<file path="config.mk">
export PLATFORM = sky130hd
export DESIGN_NAME = spi_nor_flash_command_sequencer_core
export DESIGN_NICKNAME = d
export VERILOG_FILES = /design/src/snor_seq_pkg.sv /design/src/snor_seq_step.sv /design/src/snor_seq_outq.sv /design/src/spi_nor_flash_command_sequencer_core.sv
export SDC_FILE = /design/constraint.sdc
export NUM_CORES = 1
export LEC_CHECK = 0
export ABC_AREA = 0
export ABC_CLOCK_PERIOD_IN_PS = 6000
export BUFFER_PORTS_ARGS = -buffer_cell sky130_fd_sc_hd__buf_2
export CAP_MARGIN = 15
export CORE_ASPECT_RATIO = 0.8
export CORE_MARGIN = 2
export CORE_UTILIZATION = 67
export CTS_BUF_LIST = sky130_fd_sc_hd__clkbuf_8
export DETAILED_ROUTE_END_ITERATION = 10
export PLACE_DENSITY = 0.88
export RECOVER_POWER = 100
export SLEW_MARGIN = 20
export SYNTH_ARGS = -nofsm -noshare
export SYNTH_HDL_FRONTEND = slang
export SYNTH_SLANG_ARGS = --single-unit
</file>
<file path="constraint.sdc">
create_clock -name clk -period 6 [get_ports clk]
set_clock_uncertainty 0.05 [all_clocks]
set_input_delay 0.6 -clock clk [delete_from_list [all_inputs] [get_ports clk]]
set_output_delay 0.6 -clock clk [all_outputs]
set_load 0.01 [all_outputs]
</file>
<file path="src/snor_seq_pkg.sv">
// ----------------------------------------------------------------------------
// SPI NOR sequencer package
// Types, command and result codes, flash opcodes and sequencer phases.
// ----------------------------------------------------------------------------
package snor_seq_pkg;

  localparam int ADDR_W = 24;
  localparam int LEN_W  = 17;
  localparam int QUEUE_DEPTH = 4;

  localparam logic [LEN_W-1:0] MAX_LENGTH_RESET = 17'd4096;

  // host commands
  localparam logic [2:0] CMD_READ   = 3'd0;
  localparam logic [2:0] CMD_WRITE  = 3'd1;
  localparam logic [2:0] CMD_ERASE  = 3'd2;
  localparam logic [2:0] CMD_WREN   = 3'd3;
  localparam logic [2:0] CMD_STATUS = 3'd4;
  localparam logic [2:0] CMD_WDATA  = 3'd5;
  localparam logic [2:0] CMD_MISO   = 3'd6;

  // result kinds
  localparam logic [2:0] KIND_EXCH    = 3'd0;
  localparam logic [2:0] KIND_RDATA   = 3'd1;
  localparam logic [2:0] KIND_STATUS  = 3'd2;
  localparam logic [2:0] KIND_NEED    = 3'd3;
  localparam logic [2:0] KIND_DONE    = 3'd4;
  localparam logic [2:0] KIND_LEN_ERR = 3'd5;

  // flash opcodes
  localparam logic [7:0] OP_READ      = 8'h03;
  localparam logic [7:0] OP_FAST_READ = 8'h0B;
  localparam logic [7:0] OP_PROGRAM   = 8'h02;
  localparam logic [7:0] OP_ERASE     = 8'h20;
  localparam logic [7:0] OP_WREN      = 8'h06;
  localparam logic [7:0] OP_RDSR      = 8'h05;

  localparam logic [1:0] POLL_BUSY = 2'd1;
  localparam logic [1:0] POLL_WEL  = 2'd2;

  typedef enum logic [3:0] {
    PH_IDLE,
    PH_RD_HDR,
    PH_RD_DATA,
    PH_ST_OP,
    PH_ST_VAL,
    PH_POLL_OP,
    PH_POLL_VAL,
    PH_WREN_SENT,
    PH_ER_HDR,
    PH_PP_HDR,
    PH_WAIT_BYTE,
    PH_PP_DATA
  } phase_t;

  typedef struct packed {
    logic [2:0]        cmd;
    logic [ADDR_W-1:0] addr;
    logic [LEN_W-1:0]  len;
    logic [7:0]        data;
  } item_t;

  typedef struct packed {
    logic [2:0] kind;
    logic [7:0] value;
    logic       end_frame;
    logic       last;
  } res_t;

  typedef struct packed {
    logic [1:0]      cnt;
    res_t [1:0]      res;
  } push_t;

endpackage

</file>
<file path="src/snor_seq_step.sv">
// ----------------------------------------------------------------------------
// SPI NOR sequencer step
// Sequencer state and the single-pass decision for one registered item.
// ----------------------------------------------------------------------------
module snor_seq_step
  import snor_seq_pkg::*;
#(
  parameter int PAGE_BYTES = 256
) (
  input  logic             clk,
  input  logic             rst_n,
  input  logic             fire,
  input  item_t            item,
  input  logic [LEN_W-1:0] max_length,
  output push_t            push
);

  localparam int PAGE_W = $clog2(PAGE_BYTES);
  localparam int PBL_W  = PAGE_W + 1;

  phase_t              phase_r, phase_nxt;
  logic [2:0]          op_r, op_nxt;
  logic [ADDR_W-1:0]   addr_r, addr_nxt;
  logic [LEN_W-1:0]    rem_r, rem_nxt;
  logic [PBL_W-1:0]    pbl_r, pbl_nxt;
  logic [2:0]          fbi_r, fbi_nxt;
  logic [1:0]          mask_r, mask_nxt;

  logic [2:0]          fbi_inc;
  logic [7:0]          hdr;
  logic [PBL_W-1:0]    room;
  logic [PBL_W-1:0]    batch;
  logic [LEN_W-1:0]    rem_dec;
  logic [PBL_W-1:0]    pbl_dec;
  logic                rem_one;
  res_t                r0, r1;
  logic [1:0]          cnt;

  function automatic res_t mk(input logic [2:0] kind, input logic [7:0] value,
                              input logic end_frame);
    res_t r;
    r.kind      = kind;
    r.value     = value;
    r.end_frame = end_frame;
    r.last      = 1'b0;
    return r;
  endfunction

  always_ff @(posedge clk) begin
    if (!rst_n) begin
      phase_r <= PH_IDLE;
      op_r    <= '0;
      addr_r  <= '0;
      rem_r   <= '0;
      pbl_r   <= '0;
      fbi_r   <= '0;
      mask_r  <= '0;
    end else if (fire) begin
      phase_r <= phase_nxt;
      op_r    <= op_nxt;
      addr_r  <= addr_nxt;
      rem_r   <= rem_nxt;
      pbl_r   <= pbl_nxt;
      fbi_r   <= fbi_nxt;
      mask_r  <= mask_nxt;
    end
  end

  assign rem_one = (rem_r == LEN_W'(1));
  assign fbi_inc = fbi_r + 3'd1;
  assign rem_dec = (rem_r != '0) ? rem_r - LEN_W'(1) : rem_r;
  assign pbl_dec = (pbl_r != '0) ? pbl_r - PBL_W'(1) : pbl_r;

  // room left in the current page, then the size of the next program batch
  assign room  = PBL_W'(PAGE_BYTES) - {1'b0, addr_r[PAGE_W-1:0]};
  assign batch = (rem_r < LEN_W'(room)) ? PBL_W'(rem_r) : room;

  // header byte for the advanced frame index
  always_comb begin
    case (fbi_inc)
      3'd1:    hdr = addr_r[23:16];
      3'd2:    hdr = addr_r[15:8];
      3'd3:    hdr = addr_r[7:0];
      default: hdr = 8'h00;
    endcase
  end

  always_comb begin
    phase_nxt = phase_r;
    op_nxt    = op_r;
    addr_nxt  = addr_r;
    rem_nxt   = rem_r;
    pbl_nxt   = pbl_r;
    fbi_nxt   = fbi_r;
    mask_nxt  = mask_r;
    r0        = '0;
    r1        = '0;
    cnt       = 2'd0;

    unique case (phase_r)
      PH_IDLE: begin
        unique case (item.cmd)
          CMD_READ: begin
            if (item.len == '0 || item.len > max_length) begin
              r0  = mk(KIND_LEN_ERR, 8'h00, 1'b0);
              cnt = 2'd1;
            end else begin
              op_nxt    = CMD_READ;
              addr_nxt  = item.addr;
              rem_nxt   = item.len;
              fbi_nxt   = '0;
              phase_nxt = PH_RD_HDR;
              r0  = mk(KIND_EXCH, (item.len == LEN_W'(1)) ? OP_READ : OP_FAST_READ, 1'b0);
              cnt = 2'd1;
            end
          end
          CMD_WRITE: begin
            op_nxt    = CMD_WRITE;
            addr_nxt  = item.addr;
            rem_nxt   = item.len;
            pbl_nxt   = '0;
            mask_nxt  = POLL_BUSY;
            phase_nxt = PH_POLL_OP;
            r0  = mk(KIND_EXCH, OP_RDSR, 1'b0);
            cnt = 2'd1;
          end
          CMD_ERASE: begin
            op_nxt    = CMD_ERASE;
            addr_nxt  = item.addr;
            fbi_nxt   = '0;
            phase_nxt = PH_ER_HDR;
            r0  = mk(KIND_EXCH, OP_ERASE, 1'b0);
            cnt = 2'd1;
          end
          CMD_WREN: begin
            op_nxt    = CMD_WREN;
            phase_nxt = PH_WREN_SENT;
            r0  = mk(KIND_EXCH, OP_WREN, 1'b1);
            cnt = 2'd1;
          end
          CMD_STATUS: begin
            op_nxt    = CMD_STATUS;
            phase_nxt = PH_ST_OP;
            r0  = mk(KIND_EXCH, OP_RDSR, 1'b0);
            cnt = 2'd1;
          end
          default: ;
        endcase
      end

      PH_WAIT_BYTE: begin
        if (item.cmd == CMD_WDATA) begin
          phase_nxt = PH_PP_DATA;
          r0  = mk(KIND_EXCH, item.data, pbl_r == PBL_W'(1));
          cnt = 2'd1;
        end
      end

      default: begin
        if (item.cmd == CMD_MISO) begin
          unique case (phase_r)
            PH_RD_HDR: begin
              fbi_nxt = fbi_inc;
              // opcode, three address bytes, then a dummy byte for fast read
              if (fbi_inc < (rem_one ? 3'd4 : 3'd5)) begin
                r0 = mk(KIND_EXCH, hdr, 1'b0);
              end else begin
                phase_nxt = PH_RD_DATA;
                r0 = mk(KIND_EXCH, 8'h00, rem_one);
              end
              cnt = 2'd1;
            end
            PH_RD_DATA: begin
              rem_nxt = rem_dec;
              r0 = mk(KIND_RDATA, item.data, 1'b0);
              if (rem_dec == '0) begin
                phase_nxt = PH_IDLE;
                r1 = mk(KIND_DONE, 8'h00, 1'b0);
              end else begin
                r1 = mk(KIND_EXCH, 8'h00, rem_dec == LEN_W'(1));
              end
              cnt = 2'd2;
            end
            PH_ST_OP: begin
              phase_nxt = PH_ST_VAL;
              r0  = mk(KIND_EXCH, 8'h00, 1'b1);
              cnt = 2'd1;
            end
            PH_ST_VAL: begin
              phase_nxt = PH_IDLE;
              r0  = mk(KIND_STATUS, item.data, 1'b0);
              r1  = mk(KIND_DONE, 8'h00, 1'b0);
              cnt = 2'd2;
            end
            PH_POLL_OP: begin
              phase_nxt = PH_POLL_VAL;
              r0  = mk(KIND_EXCH, 8'h00, 1'b1);
              cnt = 2'd1;
            end
            PH_POLL_VAL: begin
              cnt = 2'd1;
              if ((item.data[1:0] & mask_r) != 2'b00) begin
                // still busy: poll again
                phase_nxt = PH_POLL_OP;
                r0 = mk(KIND_EXCH, OP_RDSR, 1'b0);
              end else if (op_r != CMD_WRITE) begin
                phase_nxt = PH_IDLE;
                r0 = mk(KIND_DONE, 8'h00, 1'b0);
              end else if (mask_r == POLL_WEL || pbl_r == '0) begin
                if (rem_r == '0) begin
                  phase_nxt = PH_IDLE;
                  r0 = mk(KIND_DONE, 8'h00, 1'b0);
                end else begin
                  pbl_nxt   = batch;
                  phase_nxt = PH_WREN_SENT;
                  r0 = mk(KIND_EXCH, OP_WREN, 1'b1);
                end
              end else begin
                phase_nxt = PH_PP_HDR;
                fbi_nxt   = '0;
                r0 = mk(KIND_EXCH, OP_PROGRAM, 1'b0);
              end
            end
            PH_WREN_SENT: begin
              mask_nxt  = POLL_BUSY;
              phase_nxt = PH_POLL_OP;
              r0  = mk(KIND_EXCH, OP_RDSR, 1'b0);
              cnt = 2'd1;
            end
            PH_ER_HDR: begin
              fbi_nxt = fbi_inc;
              if (fbi_inc < 3'd4) begin
                r0 = mk(KIND_EXCH, hdr, fbi_inc == 3'd3);
              end else begin
                mask_nxt  = POLL_BUSY;
                phase_nxt = PH_POLL_OP;
                r0 = mk(KIND_EXCH, OP_RDSR, 1'b0);
              end
              cnt = 2'd1;
            end
            PH_PP_HDR: begin
              fbi_nxt = fbi_inc;
              if (fbi_inc < 3'd4) begin
                r0 = mk(KIND_EXCH, hdr, 1'b0);
              end else begin
                phase_nxt = PH_WAIT_BYTE;
                r0 = mk(KIND_NEED, 8'h00, 1'b0);
              end
              cnt = 2'd1;
            end
            PH_PP_DATA: begin
              pbl_nxt  = pbl_dec;
              rem_nxt  = rem_dec;
              addr_nxt = addr_r + ADDR_W'(1);
              if (pbl_dec != '0) begin
                phase_nxt = PH_WAIT_BYTE;
                r0 = mk(KIND_NEED, 8'h00, 1'b0);
              end else begin
                mask_nxt  = POLL_WEL;
                phase_nxt = PH_POLL_OP;
                r0 = mk(KIND_EXCH, OP_RDSR, 1'b0);
              end
              cnt = 2'd1;
            end
            default: ;
          endcase
        end
      end
    endcase

    // mark the final result of this transfer
    if (cnt == 2'd1) r0.last = 1'b1;
    if (cnt == 2'd2) r1.last = 1'b1;

    push.cnt    = fire ? cnt : 2'd0;
    push.res[0] = r0;
    push.res[1] = r1;
  end

endmodule

</file>
<file path="src/snor_seq_outq.sv">
// ----------------------------------------------------------------------------
// SPI NOR sequencer result queue
// Shift queue taking up to two results a cycle and presenting one at the head.
// ----------------------------------------------------------------------------
module snor_seq_outq
  import snor_seq_pkg::*;
(
  input  logic  clk,
  input  logic  rst_n,
  input  push_t push,
  output logic  room,
  output logic  out_valid,
  input  logic  out_ready,
  output res_t  head
);

  localparam int CW = $clog2(QUEUE_DEPTH + 1);

  res_t          slot_r   [QUEUE_DEPTH];
  res_t          slot_nxt [QUEUE_DEPTH];
  logic [CW-1:0] count_r, count_nxt;
  logic [CW-1:0] base;
  logic          pop;

  assign out_valid = (count_r != '0);
  assign head      = slot_r[0];
  assign pop       = out_valid && out_ready;
  assign base      = count_r - CW'(pop);
  assign count_nxt = base + CW'(push.cnt);
  // two free slots guarantee space for any transfer
  assign room      = (count_r <= CW'(QUEUE_DEPTH - 2));

  always_comb begin
    for (int i = 0; i < QUEUE_DEPTH; i++) slot_nxt[i] = slot_r[i];
    if (pop) begin
      for (int i = 0; i < QUEUE_DEPTH - 1; i++) slot_nxt[i] = slot_r[i + 1];
    end
    for (int i = 0; i < QUEUE_DEPTH; i++) begin
      if (push.cnt != 2'd0 && CW'(i) == base) slot_nxt[i] = push.res[0];
      if (push.cnt == 2'd2 && CW'(i) == base + CW'(1)) slot_nxt[i] = push.res[1];
    end
  end

  always_ff @(posedge clk) begin
    if (!rst_n) begin
      count_r <= '0;
    end else begin
      count_r <= count_nxt;
    end
  end

  always_ff @(posedge clk) begin
    slot_r <= slot_nxt;
  end

endmodule

</file>
<file path="src/spi_nor_flash_command_sequencer_core.sv">
// ----------------------------------------------------------------------------
// SPI NOR flash command sequencer core
// Turns host read, page write, sector erase, write enable and status commands
// into SPI byte exchanges, one decision per received MISO byte or host byte.
// Each accepted transfer is registered, decided in a single pass and yields zero
// to two results into a four-entry result queue; a new transfer is taken every
// cycle while the queue holds two or fewer results, so the sustained rate is
// one item per clock whenever the result side keeps up. A transfer is held
// in the input register, then its results in the queue. Writes are split at
// PAGE_BYTES boundaries, which must be a power of two.
// ----------------------------------------------------------------------------
module spi_nor_flash_command_sequencer_core
  import snor_seq_pkg::*;
#(
  parameter int PAGE_BYTES = 256
) (
  input  logic        clk,
  input  logic        rst_n,
  input  logic        in_tvalid,
  output logic        in_tready,
  input  logic [55:0] in_tdata,   // address[23:0], length[40:24], data_byte[48:41]
  input  logic [2:0]  in_tuser,   // command[2:0]
  output logic        out_tvalid,
  input  logic        out_tready,
  output logic [15:0] out_tdata,  // value[7:0], end_frame[8]
  output logic [2:0]  out_tuser,  // kind[2:0]
  output logic        out_tlast,
  input  logic        cfg_valid,
  output logic        cfg_ready,
  input  logic [16:0] cfg_data    // max_length[16:0]
);

  logic             in_valid_r;
  item_t            in_item_r;
  logic [LEN_W-1:0] max_length_r;
  logic             fire;
  logic             room;
  push_t            push;
  res_t             head;

  assign fire      = in_valid_r && room;
  assign in_tready = !in_valid_r || fire;
  assign cfg_ready = 1'b1;

  always_ff @(posedge clk) begin
    if (!rst_n) begin
      in_valid_r <= 1'b0;
    end else if (in_tready) begin
      in_valid_r <= in_tvalid;
    end
  end

  always_ff @(posedge clk) begin
    if (in_tvalid && in_tready) begin
      in_item_r.cmd  <= in_tuser;
      in_item_r.addr <= in_tdata[23:0];
      in_item_r.len  <= in_tdata[40:24];
      in_item_r.data <= in_tdata[48:41];
    end
  end

  always_ff @(posedge clk) begin
    if (!rst_n) begin
      max_length_r <= MAX_LENGTH_RESET;
    end else if (cfg_valid && cfg_ready) begin
      max_length_r <= cfg_data;
    end
  end

  snor_seq_step #(
    .PAGE_BYTES(PAGE_BYTES)
  ) u_step (
    .clk       (clk),
    .rst_n     (rst_n),
    .fire      (fire),
    .item      (in_item_r),
    .max_length(max_length_r),
    .push      (push)
  );

  snor_seq_outq u_outq (
    .clk      (clk),
    .rst_n    (rst_n),
    .push     (push),
    .room     (room),
    .out_valid(out_tvalid),
    .out_ready(out_tready),
    .head     (head)
  );

  assign out_tdata = {7'b0, head.end_frame, head.value};
  assign out_tuser = head.kind;
  assign out_tlast = head.last;

endmodule

</file>
Yosys cells after proc, flatten, opt, wreduce, memory -nomap -nowiden
Index checks and enable logic that the tools add are counted.
W data, S select, Z words.
Word-level totals
  bits of input ports: 81
  output and inout port bits: 23
  register bits: 187
  word-level logic and storage cells: 246
Operators by class
  eq/ne operators: 54
  $add $sub $neg: 8
  order comparisons: 5
  reduce and logical (&&, ||, !) cells: 58
  bitwise gates (word level): 2
  multiplexer cells: 89
Operators by type and width (number)
  $mux W13: 17
  $pmux W13 S9: 1
  $pmux W24 S2: 2
  $mux W24: 3
  $mux W9: 8
  $mux W17: 4
  $pmux W17 S2: 2
  $pmux W13 S2: 2
  $pmux W13 S4: 1
  $eq A17 B1 Y1 const B: 3
  $logic_not A17 Y1: 3
  $mux W4: 12
  $pmux W4 S10: 1
  $mux W39: 1
  $pmux W9 S2: 2
  $mux W10: 3
  $ne A3 B3 Y1 const B: 10
  $add A24 B1 Y24 const B: 1
  $mux W12: 2
  $pmux W8 S3: 1
  $reduce_bool A3 Y1: 7
  $pmux W4 S5: 1
  $mux W3: 6
  $pmux W3 S2: 3
  58 further kinds: 120

Logic depth before layout (Yosys ltp)
Gate-level depths: netlist (run 1).
  depth after elaboration: 11
  gate-level depth with buffers: 15
  gate-level depth less buffers: 13

Modules after synthesis
From an unflattened synthesis (run 1), not the netlist that was laid out.
Second synthesis, totals
  cell total of the unflattened synthesis: 1344
  area, all modules: 12101.6 µm²
Modules (own cells, without submodules)
  snor_seq_step: instances 1, area an instance 6441.2 µm², cells each 899
  snor_seq_outq: instances 1, area an instance 3331.9 µm², cells each 323
  spi_nor_flash_command_sequencer_core: instances 1, area an instance 2328.5 µm², cells each 122

Worst setup path before layout (run 1)
Ideal clock, no wire load.
  path type: flip-flop to flip-flop
  start point: register u_outq.count_r[0]
  end point: register u_outq.slot_r[26] (netlist bit) (enable)
  setup slack: 2.660 ns
  cell stages (with the launch flop): 13
  arrival time: 2.922 ns
  period minus slack after synthesis: 3.340 ns
  library setup time: 0.367 ns
  cells stage by stage: dfxtp_1 -> or3_1 -> nand2_1 -> inv_1 -> ha_1 -> ha_1 -> clkbuf_1 -> nor2_1 -> ha_1 -> and3_1 -> clkbuf_1 -> nand3_1 -> nand3_1
Between the ends
  longest elaborated chain between the ends: 7
RTL lines
  from (decl): line snor_seq_outq.sv:21  | logic [CW-1:0] count_r, count_nxt;
  from (signal assigned): line snor_seq_outq.sv:48  | count_r <= count_nxt;
  $reduce_bool A3 Y1 (*): line snor_seq_outq.sv:25  | assign out_valid = (count_r != '0);
  via out_tvalid: line spi_nor_flash_command_sequencer_core.sv:23  | output logic out_tvalid,
  $logic_and A1 B1 Y1 (*): line snor_seq_outq.sv:27  | assign pop = out_valid && out_ready;
  $sub A3 B1 Y3: line snor_seq_outq.sv:28  | assign base = count_r - CW'(pop);
  $add A3 B1 Y3: line snor_seq_outq.sv:40  | if (push.cnt == 2'd2 && CW'(i) == base + CW'(1)) slot_nxt[i] = push.res[1];
  $eq A1 B3 Y1: line snor_seq_outq.sv:40
  $logic_and A1 B1 Y1: line snor_seq_outq.sv:40
  $reduce_bool A3 Y1 (no source line) (*)
  to (signal assigned): line snor_seq_outq.sv:53  | slot_r <= slot_nxt;
  to (decl): line snor_seq_outq.sv:19  | res_t slot_r [QUEUE_DEPTH];
Mark *: on every way through the listed nets, which the timed path passes. The rest lies on a longest branch.
A chain may end at the register's enable or synchronous reset.

Final worst setup path (run 1)
  start point: register in_item_r[17] (netlist bit)
  end point: register u_outq.slot_r, in the netlist u_outq.head[10], data pin
Between the ends
  longest elaborated chain between the ends: 7
RTL lines
  from (decl): line spi_nor_flash_command_sequencer_core.sv:34  | item_t in_item_r;
  $gt A17 B17 Y1 / $logic_not A17 Y1 (equally long branches): line snor_seq_step.sv:104  | if (item.len == '0 || item.len > max_length) begin
  $logic_or A1 B1 Y1 (*): line snor_seq_step.sv:104
  $mux W13 (*): line snor_seq_step.sv:104
  $pmux W13 S4 (*): line snor_seq_step.sv:102  | unique case (item.cmd)
  $pmux W13 S2 (*): line snor_seq_step.sv:100  | unique case (phase_r)
  $mux W13 (*): line snor_seq_outq.sv:39  | if (push.cnt != 2'd0 && CW'(i) == base) slot_nxt[i] = push.res[0];
  $mux W13 (*): line snor_seq_outq.sv:40
Mark *: on every way between the ends. The rest lies on a longest branch, timed or not.

==> metrics, run 1 <==
HP Class in -> reg; Synth Cell Area 11,370 um^2; Inserted Diodes 0; core area between 15,000 and 20,000 um^2; area delta synth->final 5.204%; critical path arrival roughly 5 ns; IO buf count 88; setup_tns 0 ns; Max Fanout on Critical Path 41; Ys Warns 0; Leak 0.004475 uW; Post-synth EDFFs 104; H-Tree Depth 4; Worst-Margin Slew 2.831 ns; cts bufs inserted 17; sequential area share after synthesis 0.4207; Slew Limit Fails 212; row count 42; CP Class reg -> reg; Yosys cell types 98; CTS tree yes; Pre-Repair DR Iteration Count 7; routed vias 10,340; Critical Path RT around 6.3 ns; DP HPWL 21.95 mm; clock net sink count 187; routability congestion estimate 0.9861; initial antenna violation count 0; most frequent cells in the layout nand2_1, nor2_1, edfxtp_1; total global routing overflow 0; Critical-path top delay cell clkbuf_1; average cell area after synthesis 9.083 um^2; worst skew pair latency about 0.50 ns; worst vdd ir 285.3 uV; post-DR wirelength/cell 20.51 um; drt via density 6.896; sw power 2073 uW; ys async rst share 0; I/O pins around 100; Fin. Hold Viols 0; worst-path cell chain ha_1 > nand4_1 > nor3_1 > a2111o_1 > o311ai_0 > a21boi_2 > clkbuf_1 > nor2_1 > a211oi_2; post-CTS setup buffer count 0; Sw Ratio 0.4381; Slew Limit Headroom -0.8875; Seq. cell area 4785 um^2; final worst slack about 1.4 ns; total internal power 2658 uW; largest net degree at the start of global routing 67; Layout Nets roughly 1,400; pwr dens 395.4 nW/um^2; Main synth FF type edfxtp_1; combinational power share 0.445; maximum buffer depth of the clock tree 2; Die X approximately 150 um; # resized after CTS 0; violated checks max-capacitance violations, max-slew violations; WHS roughly 0.22 ns; Detail Route Antenna Nets 0; CTS Hold Bufs 0; Reg clk slew, reported paths 0.11 ns; fmax 0.2161 GHz; detailed-route DRC error count 0; largest stage delay on the critical path 1.45 ns; Mapped Cells 1,252; die area 18,040 um^2; Fill cells 1,220; outcome finished with violations; die outline height around 120 um; vias in the first global route 9,033; root buf cell clkbuf_8; Clk network pwr share 0.184; 1st-iter DRT viols ~1,500; Post-Route WL 30.75 mm; ratio of cells with drive above 1 in the final layout 0.1267; final core utilization 0.7205; crit path time final roughly 4.6 ns; dpl ws approximately 2.2 ns; Yosys reg bits 187; RSZ-0062 raised after global routing false; GR Util All Layers 0.3423; global-route wire length before repair 47.92 mm; Crit. End Element flop; setup violators final 0; max_cap viols 5; commonest non-fill, non-tap cell in the layout nand2_1; Reg power frac 0.371; Initial Util 0.6848; Multi-input gate area 5798 um^2; period utilization 0.7711; crit start category flop
final timing paths:
check / startpoint / end / slack [ns] / depth (start not counted)
setup / recovery: in_item_r[17] / u_outq.head[10] / 1.37 / 9
hold / removal: in_tdata[33] / in_item_r[17] / 0.22 / 1
setup reg to reg: in_item_r[17] / u_outq.head[10] / 1.37 / 9
hold reg to reg: u_step.mask_r[0] / u_step.mask_r[0] / 0.44 / 2
sequential cells by signal, indices dropped and copies added, names as in the netlist:
register and flops:
in_item_r 52, u_outq.slot_r 39, u_step.addr_r 24, max_length_r 17
u_step.rem_r 17, u_outq.head 13, u_step.pbl_r 9, u_step.phase_r 4
u_outq.count_r 3, u_step.fbi_r 3, u_step.op_r 3, u_step.mask_r 2
in_valid_r 1
kinds of logic after synthesis:
family,after synthesis,share of synthesized area
other,2,0.0006604
multiplexers,27,0.02453
adder cells (fa/ha/maj),42,0.04687
XOR/XNOR,15,0.01155
flip-flops,187,0.4207
AO/OA/AOI/OAI,359,0.2185
AND/OR/NAND/NOR,456,0.2063
buffers and inverters,164,0.07085
worst max-delay path, delay by kind of cell, from the launching register on:
| family | cells | cell delay, ns |
|---|---|---|
| AOI/OAI and AO/OA | 4 | 1.07 |
| adders and majority gates | 1 | 0.35 |
| buffers and inverters | 1 | 1.45 |
| DFF | 1 | 0.49 |
| and+or+nand+nor | 3 | 1.00 |
power groups by stage:
stage / sequential, uW / combinational [uW] / clock [uW]
floorplan: 1720 / 1630 / 0
global placement: 1770 / 1990 / 0
detailed placement: 1780 / 2040 / 0
CTS: 1750 / 2050 / 868
global route: 1780 / 2270 / 915
finish: 1760 / 2100 / 870
through the flow:
step                      cells  area [um^2]  total power (uW)
final                      1499        11960              4731
after global routing       1499        11960              4963
after CTS                  1499        12020              4663
after detailed placement   1467        11610              3811
after global placement     1467        11610              3756
after floorplan            1258        11390              3350
synthesized netlist by cell type, types with 18 or more instances:
master	number	area [um^2]
inv_1	50	187.7
nand3_1	49	245.2
nor3_1	45	225.2
o31ai_1	18	135.1
edfxtp_1	104	3123
a31oi_1	21	131.4
buf_2	22	110.1
ha_1	41	513.0
nand2_1	114	427.9
clkbuf_1	51	191.4
o21ai_0	72	360.4
a211oi_1	20	150.1
o211ai_1	21	157.7
mux2i_1	23	230.2
and3_1	25	156.4
dfxtp_1	83	1662
nor2_1	109	409.1
a21oi_1	90	450.4
buf_4	22	165.2
layout make-up:
cell class                      count  area share
Clock inverter                     14     0.01318
Clock buffer                       18     0.02071
Inverter                           51     0.01600
Sequential cell                   187      0.3999
Tap cell                          220     0.02301
Timing Repair Buffer              102     0.04256
Multi-Input combinational cell    907      0.4846
metal layers:
layer | track usage | share of wire | up-vias
li1 | - | - | 4716
met1 | 0.5194 | 0.43 | 4843
met2 | 0.4834 | 0.42 | 712
met3 | 0.09094 | 0.13 | 66
met4 | 0.09080 | 0.020 | 0
met5 | 0 | 0 | -
Note: power is estimated with default switching activity, not from simulation.
==> inputs of run 2 (changes only) <==
--- a/config.mk
+++ b/config.mk
@@ -5,16 +5,16 @@
 export SDC_FILE = /design/constraint.sdc
 export NUM_CORES = 1
 export LEC_CHECK = 0
-export ABC_AREA = 0
-export ABC_CLOCK_PERIOD_IN_PS = 6000
+export ABC_AREA = 1
+export ABC_CLOCK_PERIOD_IN_PS = 4400
 export BUFFER_PORTS_ARGS = -buffer_cell sky130_fd_sc_hd__buf_2
 export CAP_MARGIN = 15
 export CORE_ASPECT_RATIO = 0.8
 export CORE_MARGIN = 2
-export CORE_UTILIZATION = 67
+export CORE_UTILIZATION = 62
 export CTS_BUF_LIST = sky130_fd_sc_hd__clkbuf_8
 export DETAILED_ROUTE_END_ITERATION = 10
-export PLACE_DENSITY = 0.88
+export PLACE_DENSITY = 0.83
 export RECOVER_POWER = 100
 export SLEW_MARGIN = 20
 export SYNTH_ARGS = -nofsm -noshare
==> constraint.sdc (replaced) <==
create_clock -name clk -period 4.4 [get_ports clk]
set_clock_uncertainty 0.05 [all_clocks]
set_input_delay 0.44 -clock clk [delete_from_list [all_inputs] [get_ports clk]]
set_output_delay 0.44 -clock clk [all_outputs]
set_load 0.01 [all_outputs]
==> run 2 against run 1 <==
The run still ends with max-capacitance violations, max-slew violations left; combinational power rose by 120%; total power rose by 74%; non-clock buffer count fell by 1; clock power rose by 30%; sequential cell count did not move.
==> metrics, run 2 <==
Fin. Hold Viols 0; post-DR wirelength/cell 16.06 um; clock net sink count 187; initial antenna violation count 0; 1st-iter DRT viols around 1,300; routed vias 10,510; largest net degree at the start of global routing 51; placed cell areas 11,920 um^2; CTS Hold Bufs 0; Mapped Cells 1,526; GR Util All Layers 0.3076; Biggest register in_item_r; Post-synth EDFFs 104; routability congestion estimate between 1 and 1.5; Initial Util 0.6312; post-CTS setup buffer count 0; Leak 0.005378 uW; Die X 155.8 um; Synth area leader edfxtp_1; Finished Layout Cells 1,831; post-synthesis compound-gate area fraction 0.1480; fmax around 0.26 GHz; Layout Nets 1,711; vias in the first global route between 9,000 and 10,000; Multi-input gate area 5518 um^2; Main synth FF type edfxtp_1; drt via density 5.740; worst skew pair latency between 0.4 and 0.5 ns; Crit. End Element flop; Ys Warns 0; die outline height 125.5 um; Buf+Inv Stages, Crit Path 4; Fill cells 1,575; global-route wire length before repair 47.38 mm; cts bufs inserted 17; Adder-Cell Fraction of Synth Area 0.04662; RSZ-0062 raised after global routing false; most common cell in the netlist nand2_1; share of the synthesized area in the top cell type 0.2732; pwr dens around 670 nW/um^2; Seq. cell area 4785 um^2; area delta synth->final 7.037%; DP HPWL 21.88 mm; ys async rst share 0; # resized after CTS 0; max_cap viols 3; Inserted Diodes 0; Area contributors post-synth edfxtp_1, dfxtp_1, nand2_1; Critical Path RT 4.46 ns; ratio of cells with drive above 1 in the final layout 0.09557; largest stage delay on the critical path between 0.7 and 0.8 ns; Yosys cell types 53; crit path time final about 3.8 ns; total global routing overflow 0; critical path arrival 3.87 ns; period utilization 0.8640; worst vdd ir 653.5 uV; Reg clk slew, reported paths 0.12 ns; Max Fanout on Critical Path 20; final core utilization 0.6756; outcome finished with violations; Pre-Repair DR Iteration Count 7; die area 19,550 um^2; crit start category flop; CTS tree yes; Post-Route WL 29.41 mm; Yosys reg bits between 150 and 200; violated checks max-capacitance violations, max-slew violations; mux share of post-synthesis cell area 0.001751; max reg flops 52; most used cell, CP nand2_1; average cell area after synthesis 7.492 um^2; most frequent cells in the layout nand2_1, inv_1, nor2_1; Slew Limit Headroom -0.9623; most frequent cells after synthesis nand2_1, inv_1, nor2_1, a21oi_1, edfxtp_1; detailed-route DRC error count 0; Slew Limit Fails 114; HP Class in -> reg; Critical-path top delay cell clkbuf_1; post-route cell area 12,240 um^2; maximum buffer depth of the clock tree 2; delay-heaviest family, CP buffers and inverters; setup violators final 0; setup_tns 0 ns; H-Tree Depth 4; I/O pins 104; core area about 18,000 um^2; Detail Route Antenna Nets 0; IO buf count 88; Synth Cell Area 11,430 um^2; CP Class reg -> reg; area share of and/or/nand/nor cells after synthesis 0.2660; commonest non-fill, non-tap cell in the layout nand2_1; # placed instances between 1,500 and 2,000; Regs by FF count in_item_r: 52 flops, u_outq.slot_r: 39 flops, u_step.addr_r: 24 flops; Worst-Margin Slew 2.933 ns; largest family of logic cells by synthesized area simple AND/OR/NAND/NOR gates; root buf cell clkbuf_8; sequential area share after synthesis 0.4185; worst-path cell chain inv_1 > nand3_1 > inv_1 > nand2_1 > nand2_1 > nand2_1 > nand2_2 > nand2_2 > nor2_2 > clkbuf_1 > inv_4 > nand3_1; row count 44; xor-xnor portion of the synthesized cell area 0.01981
run 2: final timing paths:
| check | startpoint | slack, ns | cells after the start | end |
|---|---|---|---|---|
| worst max-delay path | in_item_r[49] | 0.60 | 12 | u_outq.slot_r[33] |
| worst min register to register | u_step.mask_r[0] | 0.42 | 2 | u_step.mask_r[0] |
| worst min-delay path | in_tdata[21] | 0.07 | 1 | in_item_r[46] |
| worst max register to register | in_item_r[49] | 0.60 | 12 | u_outq.slot_r[33] |
run 2: where the power goes:
group	total [uW]	switching (uW)	internal, uW
sequential	2550	248	2300
combinational	4540	3180	1350
clock	1130	711	424
run 2: routing by layer:
metal	routed length (um)	vias up	GRT usage
met5	0	-	0
met4	460	0	0.08257
met3	3054	44	0.07210
met2	12180	512	0.4412
met1	13710	4780	0.4669
li1	-	5174	-
run 2: layout make-up:
cell class / count / area share
Clock buffer: 17 / 0.01912
Multi-Input combinational cell: 1080 / 0.4509
Sequential cell: 187 / 0.3910
Tap cell: 230 / 0.02352
Clock inverter: 15 / 0.01278
Timing Repair Buffer: 101 / 0.04080
Inverter: 201 / 0.06186
run 2: worst reg2reg max path: stages, from the launching register on:
cell	delay, ns
edfxtp_1	0.47
inv_1	0.11
nand3_1	0.21
inv_1	0.51
nand2_1	0.12
nand2_1	0.12
nand2_1	0.10
nand2_2	0.10
nand2_2	0.09
nor2_2	0.10
clkbuf_1	0.77
inv_4	0.13
nand3_1	0.56
run 2: kinds of logic after synthesis:
group / count (synthesis)
flip-flops: 187
XOR/XNOR: 25
AO/OA/AOI/OAI: 304
AND/OR/NAND/NOR: 699
adder cells (fa/ha/maj): 42
buffers and inverters: 265
other: 2
multiplexers: 2
run 2: metrics by stage:
stage	power, uW	setup WS (ns)	hold slack (ns)
floorplan	6022	1.162	0.3803
global placement	6941	1.042	0.3966
detailed placement	7022	0.9820	0.4071
CTS	8155	1.010	0.05558
global route	8848	0.3586	0.04087
finish	8217	0.5984	0.06632
